## src/rtl/bse_pkg.sv

```systemverilog
// Shared constants and types for the bubble sort engine.
// No dependencies; imported by the controller, the top level and the bench.
`timescale 1ns / 1ps
`default_nettype none

package bse_pkg;

  localparam int MaxItems = 32;
  localparam int DataW    = 32;
  localparam int AddrW    = $clog2(MaxItems);
  localparam int CntW     = $clog2(MaxItems + 1);

  typedef enum logic [1:0] {
    StLoad,
    StSort,
    StFlush,
    StOut
  } state_e;

  // One write port and one read port of the value store
  typedef struct packed {
    logic             we;
    logic [AddrW-1:0] waddr;
    logic [DataW-1:0] wdata;
    logic [AddrW-1:0] raddr;
  } mem_req_t;

endpackage

`default_nettype wire

```

## src/rtl/bse_ram.sv

```systemverilog
// Generic simple dual-port RAM: one write port, one read port, registered read.
// No dependencies.
`timescale 1ns / 1ps
`default_nettype none

module bse_ram #(
  parameter int Width = 32,
  parameter int Depth = 32
) (
  input  wire logic                     clk_i,
  input  wire logic                     we_i,
  input  wire logic [$clog2(Depth)-1:0] waddr_i,
  input  wire logic [Width-1:0]         wdata_i,
  input  wire logic [$clog2(Depth)-1:0] raddr_i,
  output logic      [Width-1:0]         rdata_o
);

  logic [Width-1:0] mem_q [Depth];

  always_ff @(posedge clk_i) begin
    if (we_i) begin
      mem_q[waddr_i] <= wdata_i;
    end
    rdata_o <= mem_q[raddr_i];
  end

endmodule

`default_nettype wire

```

## src/rtl/bse_ctrl.sv

```systemverilog
// Sequencer of the bubble sort engine: load, sort passes over the store, readout.
// Depends on bse_pkg; drives the value store RAM through a mem_req_t.
`timescale 1ns / 1ps
`default_nettype none

module bse_ctrl
  import bse_pkg::*;
(
  input  wire logic             clk_i,
  input  wire logic             rst_ni,
  input  wire logic             start,
  output logic                  busy,
  input  wire logic [DataW-1:0] value_in_i,
  input  wire logic             last_in_i,
  output mem_req_t              mem_req_o,
  input  wire logic [DataW-1:0] mem_rdata_i,
  output logic                  result_valid_o,
  output logic                  last_out_o
);

  state_e           state_q, state_d;
  logic [CntW-1:0]  cnt_q, cnt_d;
  logic [CntW-1:0]  k_q, k_d;
  logic [CntW-1:0]  pass_q, pass_d;
  logic [DataW-1:0] carry_q, carry_d;
  logic             out_vld_q, out_vld_d;
  logic             out_last_q, out_last_d;

  always_ff @(posedge clk_i or negedge rst_ni) begin
    if (!rst_ni) begin
      state_q    <= StLoad;
      cnt_q      <= '0;
      k_q        <= '0;
      pass_q     <= '0;
      out_vld_q  <= 1'b0;
      out_last_q <= 1'b0;
    end else begin
      state_q    <= state_d;
      cnt_q      <= cnt_d;
      k_q        <= k_d;
      pass_q     <= pass_d;
      out_vld_q  <= out_vld_d;
      out_last_q <= out_last_d;
    end
  end

  always_ff @(posedge clk_i) begin
    carry_q <= carry_d;
  end

  always_comb begin
    logic [CntW-1:0] wr_idx;
    logic [CntW-1:0] top_idx;
    logic            swap;
    state_d    = state_q;
    cnt_d      = cnt_q;
    k_d        = k_q;
    pass_d     = pass_q;
    carry_d    = carry_q;
    out_vld_d  = 1'b0;
    out_last_d = 1'b0;
    wr_idx     = k_q - CntW'(2);
    top_idx    = cnt_q - CntW'(1);
    swap       = $signed(mem_rdata_i) < $signed(carry_q);
    mem_req_o.we    = 1'b0;
    mem_req_o.waddr = '0;
    mem_req_o.wdata = carry_q;
    mem_req_o.raddr = k_q[AddrW-1:0];

    case (state_q)
      StLoad: begin
        if (start) begin
          mem_req_o.we    = 1'b1;
          mem_req_o.waddr = cnt_q[AddrW-1:0];
          mem_req_o.wdata = value_in_i;
          cnt_d           = cnt_q + CntW'(1);
          if (last_in_i || cnt_q == CntW'(MaxItems - 1)) begin
            k_d     = '0;
            pass_d  = '0;
            state_d = (cnt_q == '0) ? StOut : StSort;
          end
        end
      end

      // Stream reads 0..n-1; the largest value seen so far rides in carry_q
      StSort: begin
        if (k_q == CntW'(1)) begin
          carry_d = mem_rdata_i;
        end else if (k_q != '0) begin
          mem_req_o.we    = 1'b1;
          mem_req_o.waddr = wr_idx[AddrW-1:0];
          mem_req_o.wdata = swap ? mem_rdata_i : carry_q;
          carry_d         = swap ? carry_q : mem_rdata_i;
        end
        if (k_q == cnt_q) begin
          k_d     = '0;
          state_d = StFlush;
        end else begin
          k_d = k_q + CntW'(1);
        end
      end

      // Drop the carried maximum into the top entry, then next pass or readout
      StFlush: begin
        mem_req_o.we    = 1'b1;
        mem_req_o.waddr = top_idx[AddrW-1:0];
        mem_req_o.wdata = carry_q;
        k_d             = '0;
        if (pass_q == cnt_q - CntW'(2)) begin
          pass_d  = '0;
          state_d = StOut;
        end else begin
          pass_d  = pass_q + CntW'(1);
          state_d = StSort;
        end
      end

      StOut: begin
        out_vld_d  = 1'b1;
        out_last_d = (k_q == top_idx);
        if (k_q == top_idx) begin
          k_d     = '0;
          cnt_d   = '0;
          state_d = StLoad;
        end else begin
          k_d = k_q + CntW'(1);
        end
      end

      default: begin
        state_d = StLoad;
      end
    endcase
  end

  assign busy           = (state_q != StLoad);
  assign result_valid_o = out_vld_q;
  assign last_out_o     = out_last_q;

endmodule

`default_nettype wire

```

## src/rtl/bubble_sort_engine_unit.sv

```systemverilog
// Top level of the bubble sort engine: controller plus the value store RAM.
// Depends on bse_pkg, bse_ctrl and bse_ram.
//
// Usage:
//   Input: an item (value_in_i, last_in_i) is taken at a rising edge where
//   start is high and busy is low. last_in_i ends the set; the item that
//   fills the store (MaxItems values) also ends it.
//   Sort: n-1 passes over the store for a set of n values (none for n = 1).
//   Each pass streams the store through the single read port of the RAM
//   and writes back one entry per cycle, one entry behind the read.
//   Output: n results, one per cycle, each marked by result_valid_o for one
//   cycle; last_out_o marks the largest value. The receiver cannot stall
//   the results.
//   busy stays high from the item that ends the set until the cycle of the
//   final result, where a new set may start loading.
//   Reset: the block returns to loading with an empty set; store contents
//   are not cleared, and no stale entry ever reaches a valid result.
`timescale 1ns / 1ps
`default_nettype none

module bubble_sort_engine_unit
  import bse_pkg::*;
(
  input  wire logic             clk_i,
  input  wire logic             rst_ni,
  input  wire logic             start,
  output logic                  busy,
  input  wire logic [DataW-1:0] value_in_i,
  input  wire logic             last_in_i,
  output logic                  result_valid_o,
  output logic [DataW-1:0]      value_out_o,
  output logic                  last_out_o
);

  mem_req_t         mem_req;
  logic [DataW-1:0] mem_rdata;

  bse_ctrl u_ctrl (
    .clk_i          (clk_i),
    .rst_ni         (rst_ni),
    .start          (start),
    .busy           (busy),
    .value_in_i     (value_in_i),
    .last_in_i      (last_in_i),
    .mem_req_o      (mem_req),
    .mem_rdata_i    (mem_rdata),
    .result_valid_o (result_valid_o),
    .last_out_o     (last_out_o)
  );

  bse_ram #(
    .Width (DataW),
    .Depth (MaxItems)
  ) u_store (
    .clk_i   (clk_i),
    .we_i    (mem_req.we),
    .waddr_i (mem_req.waddr),
    .wdata_i (mem_req.wdata),
    .raddr_i (mem_req.raddr),
    .rdata_o (mem_rdata)
  );

  assign value_out_o = mem_rdata;

endmodule

`default_nettype wire

```

## config.mk

```make
export PLATFORM = sky130hd
export DESIGN_NAME = bubble_sort_engine_unit
export DESIGN_NICKNAME = d
export VERILOG_FILES = /design/src/rtl/bse_pkg.sv /design/src/rtl/bse_ram.sv /design/src/rtl/bse_ctrl.sv /design/src/rtl/bubble_sort_engine_unit.sv
export SDC_FILE = /design/constraint.sdc
export NUM_CORES = 1
export LEC_CHECK = 0
export BUFFER_PORTS_ARGS = -buffer_cell sky130_fd_sc_hd__buf_4
export CORE_ASPECT_RATIO = 1.4
export CORE_UTILIZATION = 25
export CTS_BUF_LIST = sky130_fd_sc_hd__clkbuf_16
export DETAILED_ROUTE_END_ITERATION = 12
export GPL_ROUTABILITY_DRIVEN = 0
export HOLD_SLACK_MARGIN = 0.02
export PLACE_DENSITY = 0.45
export SLEW_MARGIN = 5
export SYNTH_ARGS = -nofsm -noshare
export SYNTH_HDL_FRONTEND = slang
export SYNTH_HIERARCHICAL = 1
export SYNTH_SLANG_ARGS = --single-unit
```

## constraint.sdc

```tcl
create_clock -name clk_i -period 8.18 [get_ports clk_i]
set_input_delay 1.636 -clock clk_i [delete_from_list [all_inputs] [get_ports clk_i]]
set_output_delay 1.636 -clock clk_i [all_outputs]
set_load 0.1 [all_outputs]
```

Word level (Yosys, flattened, before mapping). Memories as Yosys holds them, arrays and structs flattened. A register that Yosys moved wholly into a read port is not among the register bits. Cells that the tools add are included.

Flip-flop bits (word level): 54. Memory bits (writable): 1024. Input port bits: 36. Output and inout port bits: 35. Word-level logic and storage cells: 70. Memories: 1.

Memories: u_store.mem_q (words 32, width 32, read ports 1, clocked after memory_dff 1, write ports 1, line bse_ram.sv:18) `logic [Width-1:0] mem_q [Depth];`.

$add $sub $neg: 6. $lt $le $gt $ge: 1. Equal/unequal tests: 13. Muxes and demuxes: 29. Reduce and logical (&&, ||, !) cells: 13.

Operators by type and width (count): 32-bit 2-to-1 mux (4); 38-bit 2-to-1 mux (3); 38-bit case mux with 3 select lines (1); 6-bit 2-to-1 mux (7); 32-bit < comparator (1); 6-bit case mux with 2 select lines (2); 6-bit case mux with 4 select lines (1); 6-bit by 1-bit adder with 6-bit output, second input constant (3); 6-bit == test (3); 2-bit 2-to-1 mux (6); 3-bit AND reduction (3); 2-bit case mux with 4 select lines (1); 2-bit nonzero test (4); 6-bit by 1-bit == test with 1-bit output, second input constant (1); 6-bit by 5-bit == test with 1-bit output, second input constant (1); 6-bit zero test (1); 2-bit by 1-bit inequality test with 1-bit output, second input constant (3); 6-bit nonzero test (1); 6-bit by 1-bit subtractor with 6-bit output, second input constant (1); 6-bit by 2-bit subtractor with 6-bit output, second input constant (1); 5-bit by 2-bit subtractor with 5-bit output, second input constant (1); 2-bit == test, second input constant (2); 1-bit 2-to-1 mux (4); 2-bit inequality test, second input constant (2); other kinds (5) (5).

Depth between registers and ports, before layout.
Depth after elaboration: 7. Depth in mapped cells: 13. Gate-level depth less buffers: 12.

Cells and area by module. The synthesis kept the hierarchy.

Modules (own cells, without submodules): bse_ram (instances 1, cells each 2260, area each 40485.1 µm²); bse_ctrl (instances 1, cells each 589, area each 4997.3 µm²).

Least setup slack after synthesis. OpenSTA, ideal clock, no wires.

Path type: reg-to-reg. From: register u_store.rdata_o[25], read port of u_store.mem_q. To: register u_ctrl.carry_q[0], enable pin. Setup time: 461 ps. Arrival time: 5172 ps. Data required time: 7719 ps. Slack: 2547 ps. Cell stages (with the launch flop): 11. Buffers on the path: 2. Clock period less this slack: 5633 ps. Path through: dfxtp_1 -> ha_1 -> a21o_1 -> a221o_1 -> a211oi_2 -> and2_1 -> a211o_1 -> clkbuf_1 -> buf_2 -> a22oi_1 -> nor3_1.

Word-level cells in the longest chain between the ends: 3.

RTL lines: start: declaration (line bse_ram.sv:15) `output logic [Width-1:0] rdata_o`; 32-bit < comparator (line bse_ctrl.sv:64) `swap = $signed(mem_rdata_i) < $signed(carry_q);`; 2-bit inequality test (no line); 3-bit AND reduction (no line); end signal: assignment (line bse_ctrl.sv:48) `carry_q <= carry_d;`; end: declaration (line bse_ctrl.sv:25) `logic [DataW-1:0] carry_q, carry_d;`.

Every way passes these cells. A chain may end at the register's enable or synchronous reset.

==> results.sh <==
export IMPL_synthFlopType="edfxtp_1"
export IMPL_cts_tree="yes"
export IMPL_crit_type="flip-flop to flip-flop"
export IMPL_p_leak_nw=13.1
export IMPL_worst_path_max_fanout=47
export IMPL_fp_dieH_um=507
export IMPL_fin_crit_ns=4.84
export IMPL_final_cell_mix="edfxtp_1 (1056), mux2i_1 (529), buf_4 (145)"
export IMPL_antenna_found_initial=6
export IMPL_dp_hpwl_um=73700
export IMPL_worst_path_buf_inv=2
export IMPL_reg2reg_slack_ns=3.34
export IMPL_min_period_over_period_pct=59.2
export IMPL_ys_seq_area_share_pct=72.3
export IMPL_cap_violations=0
export IMPL_ys_seq_elements=1110
export IMPL_slew_headroom_pct=17.9
export IMPL_postCtsResizedCells=0
export IMPL_grt_pass1_vias=25300
export IMPL_fmax_mhz=207
export IMPL_ir_worst_vdd_mv=0.196
export IMPL_syn_instance_count=2849
export IMPL_wirelength_um=125000
export IMPL_crit_slowest_cell="dfrtp_4"
export IMPL_htree_levels=3
export IMPL_synth_warnings=6
export IMPL_power_mw=11.0
export IMPL_syn_nets=2927
export IMPL_io_buffers=70
export IMPL_max_stage_delay_ns=0.99
export IMPL_worstSetupEndpointType="flip-flop"
export IMPL_core_mm2=0.180
export IMPL_clock_latency_ns=0.73
export IMPL_hold_class="flip-flop to flip-flop"
export IMPL_grt_max_degree=117
export IMPL_cts_root_buffer="clkbuf_16"
export IMPL_setup_viol=0
export IMPL_cts_setup_buffers=0
export IMPL_initial_core_util_pct=25.3
export IMPL_via_per_inst=4.56
export IMPL_synthesis_area_mm2=0.0455
export IMPL_synth_edff_count=1056
export IMPL_cp_start_kind="flip-flop"
export IMPL_num_io_pins=71
export IMPL_clk_path_buf_depth=3
export IMPL_clk_pin_slew_worst_paths_ns=0.07
export IMPL_vias=24800
export IMPL_hold_viol_final=0
export IMPL_worstMarginPinSlew_ns=1.23
export IMPL_rsz0062_at_grt="no"
export IMPL_die_x_um=362
export IMPL_critPathRequiredTime_ns=8.56
export IMPL_grt_pass1_wl_um=180000
export IMPL_synth_area_per_cell_um2=16.0
export IMPL_skew_ns=0.0395
export IMPL_finalSetupTns_ns=0
export IMPL_cts_hold_fix_buffers=0
export IMPL_final_common_cell="edfxtp_1"
export IMPL_drc_errors=0
export IMPL_drt_iter0_markers=1611
export IMPL_cp_arrival_ns=5.22
export IMPL_syn_to_final_growth_pct=15.6
export IMPL_numCtsBuffers=101
export IMPL_ant_nets=0
export IMPL_status="completed"
export IMPL_num_rows=184
export IMPL_async_flop_share_pct=1.98
export IMPL_wire_per_inst_um=22.9
export IMPL_drive_gt1_share_pct=12.5
export IMPL_dieArea_mm2=0.184
export IMPL_grt_usage_pct=13.3
export IMPL_nNetsFinal=3004
export IMPL_grt_overflow=0
export IMPL_cp_top_family="simple AND/OR/NAND/NOR gates"
export IMPL_drtPass1Iterations=5
export IMPL_maxSlewViolCount=0
export IMPL_synth_cell_types=58
export IMPL_crit_chain="inv_1 -> ha_1 -> o21a_1 -> nor2_1 -> a2bb2oi_1 -> nand3b_1 -> nor2_4 -> buf_4"
export IMPL_numClockSinks=1110
export IMPL_power_density_mw_per_mm2=210
==> routing by layer <==
| metal | vias to the layer above | global-route usage [%] | part of all wire, % |
|---|---|---|---|
| met3 | 140 | 1.77 | 3.9 |
| met5 | - | 0 | 0 |
| met4 | 0 | 4.53 | 2.8 |
| li1 | 11400 | - | - |
| met2 | 528 | 23.8 | 51 |
| met1 | 12800 | 16.4 | 42 |
==> final timing paths <==
| path | start | to | cells after the start |
|---|---|---|---|
| hold / removal | u_store/rdata_o[2] | u_ctrl/carry_q[2] | 0 |
| setup reg to reg | u_ctrl/k_q[0] | u_store/mem_q[6][24] | 8 |
| setup / recovery | u_ctrl/k_q[0] | u_store/mem_q[6][24] | 8 |
| max in group asynchronous | rst_ni | u_ctrl/k_q[0] | 1 |
| min in group asynchronous | rst_ni | u_ctrl/pass_q[3] | 1 |
| hold reg to reg | u_store/rdata_o[2] | u_ctrl/carry_q[2] | 0 |
==> synthesized netlist by cell type, types with 19 or more instances <==
cell      number  area share, %
edfxtp_1    1056             70
nor2_1        66           0.54
a31oi_1       50           0.69
a22o_1        64            1.2
nand2_1      131            1.1
mux2i_1      529             12
buf_2         29           0.32
dfrtp_1       22            1.2
o21ai_0       42           0.46
a21o_1        20           0.33
nand3_1      122            1.3
buf_4         38           0.63
clkbuf_1      85           0.70
a21oi_1      119            1.3
a221oi_1      31           0.60
ha_1          42            1.2
inv_1         48           0.40
nor3_1        58           0.64
a22oi_1      118            1.9
o31ai_1       19           0.31
dfxtp_1       32            1.4
==> worst reg2reg max path, stage by stage, from the launching register on <==
cell	delay (ns)
dfrtp_4	0.99
inv_1	0.12
ha_1	0.27
o21a_1	0.41
nor2_1	0.29
a2bb2oi_1	0.37
nand3b_1	0.71
nor2_4	0.95
buf_4	0.40
==> through the flow <==
stage	worst slack, ns	util (%)	hold WS (ns)	cell area [µm²]	std cells
after global placement	2.59	27.3	0.497	49200	5241
after CTS	3.20	29.2	0.504	52600	5430
after floorplan	2.55	-	0.485	45500	2849
after detailed placement	2.65	27.3	0.504	49200	5241
final	3.34	29.2	0.506	52600	5434
after global routing	3.04	29.2	0.517	52600	5431
==> report_power, final <==
group	internal, mW	switching (mW)	total (mW)
Sequential	6.12	0.000843	6.12
Clock	2.74	2.12	4.86
Combinational	0.0159	0.0172	0.0331
==> cell families after synthesis <==
logic type               count (synthesis)  share of synthesized area, %
flip-flops                            1110                          72.3
multiplexers                           529                          11.6
AO/OA/AOI/OAI                          500                          7.64
AND/OR/NAND/NOR                        423                          4.31
buffers and inverters                  225                          2.53
adder cells (fa/ha/maj)                 42                          1.16
XOR/XNOR                                20                         0.385
==> registers in the layout, summed over array words and instances, names as in the netlist <==
register               flops
u_ctrl/k_q                 6
u_ctrl/pass_q              6
u_ctrl/carry_q            32
u_store/mem_q           1024
u_ctrl/last_out_o          1
u_ctrl/result_valid_o      1
u_ctrl/cnt_q               6
u_store/rdata_o           32
u_ctrl/state_q             2
==> layout make-up <==
type	count	area, µm²
fill	18000	127000
tap	2418	3030
antenna	4	10.0
timing repair buffer	149	1170
clock inverter	87	820
clock buffer	102	2550
sequential	1110	32900
multi-input combinational	1514	11900
inverter	50	188
No activity file was read; power rests on OpenSTA's default activity.
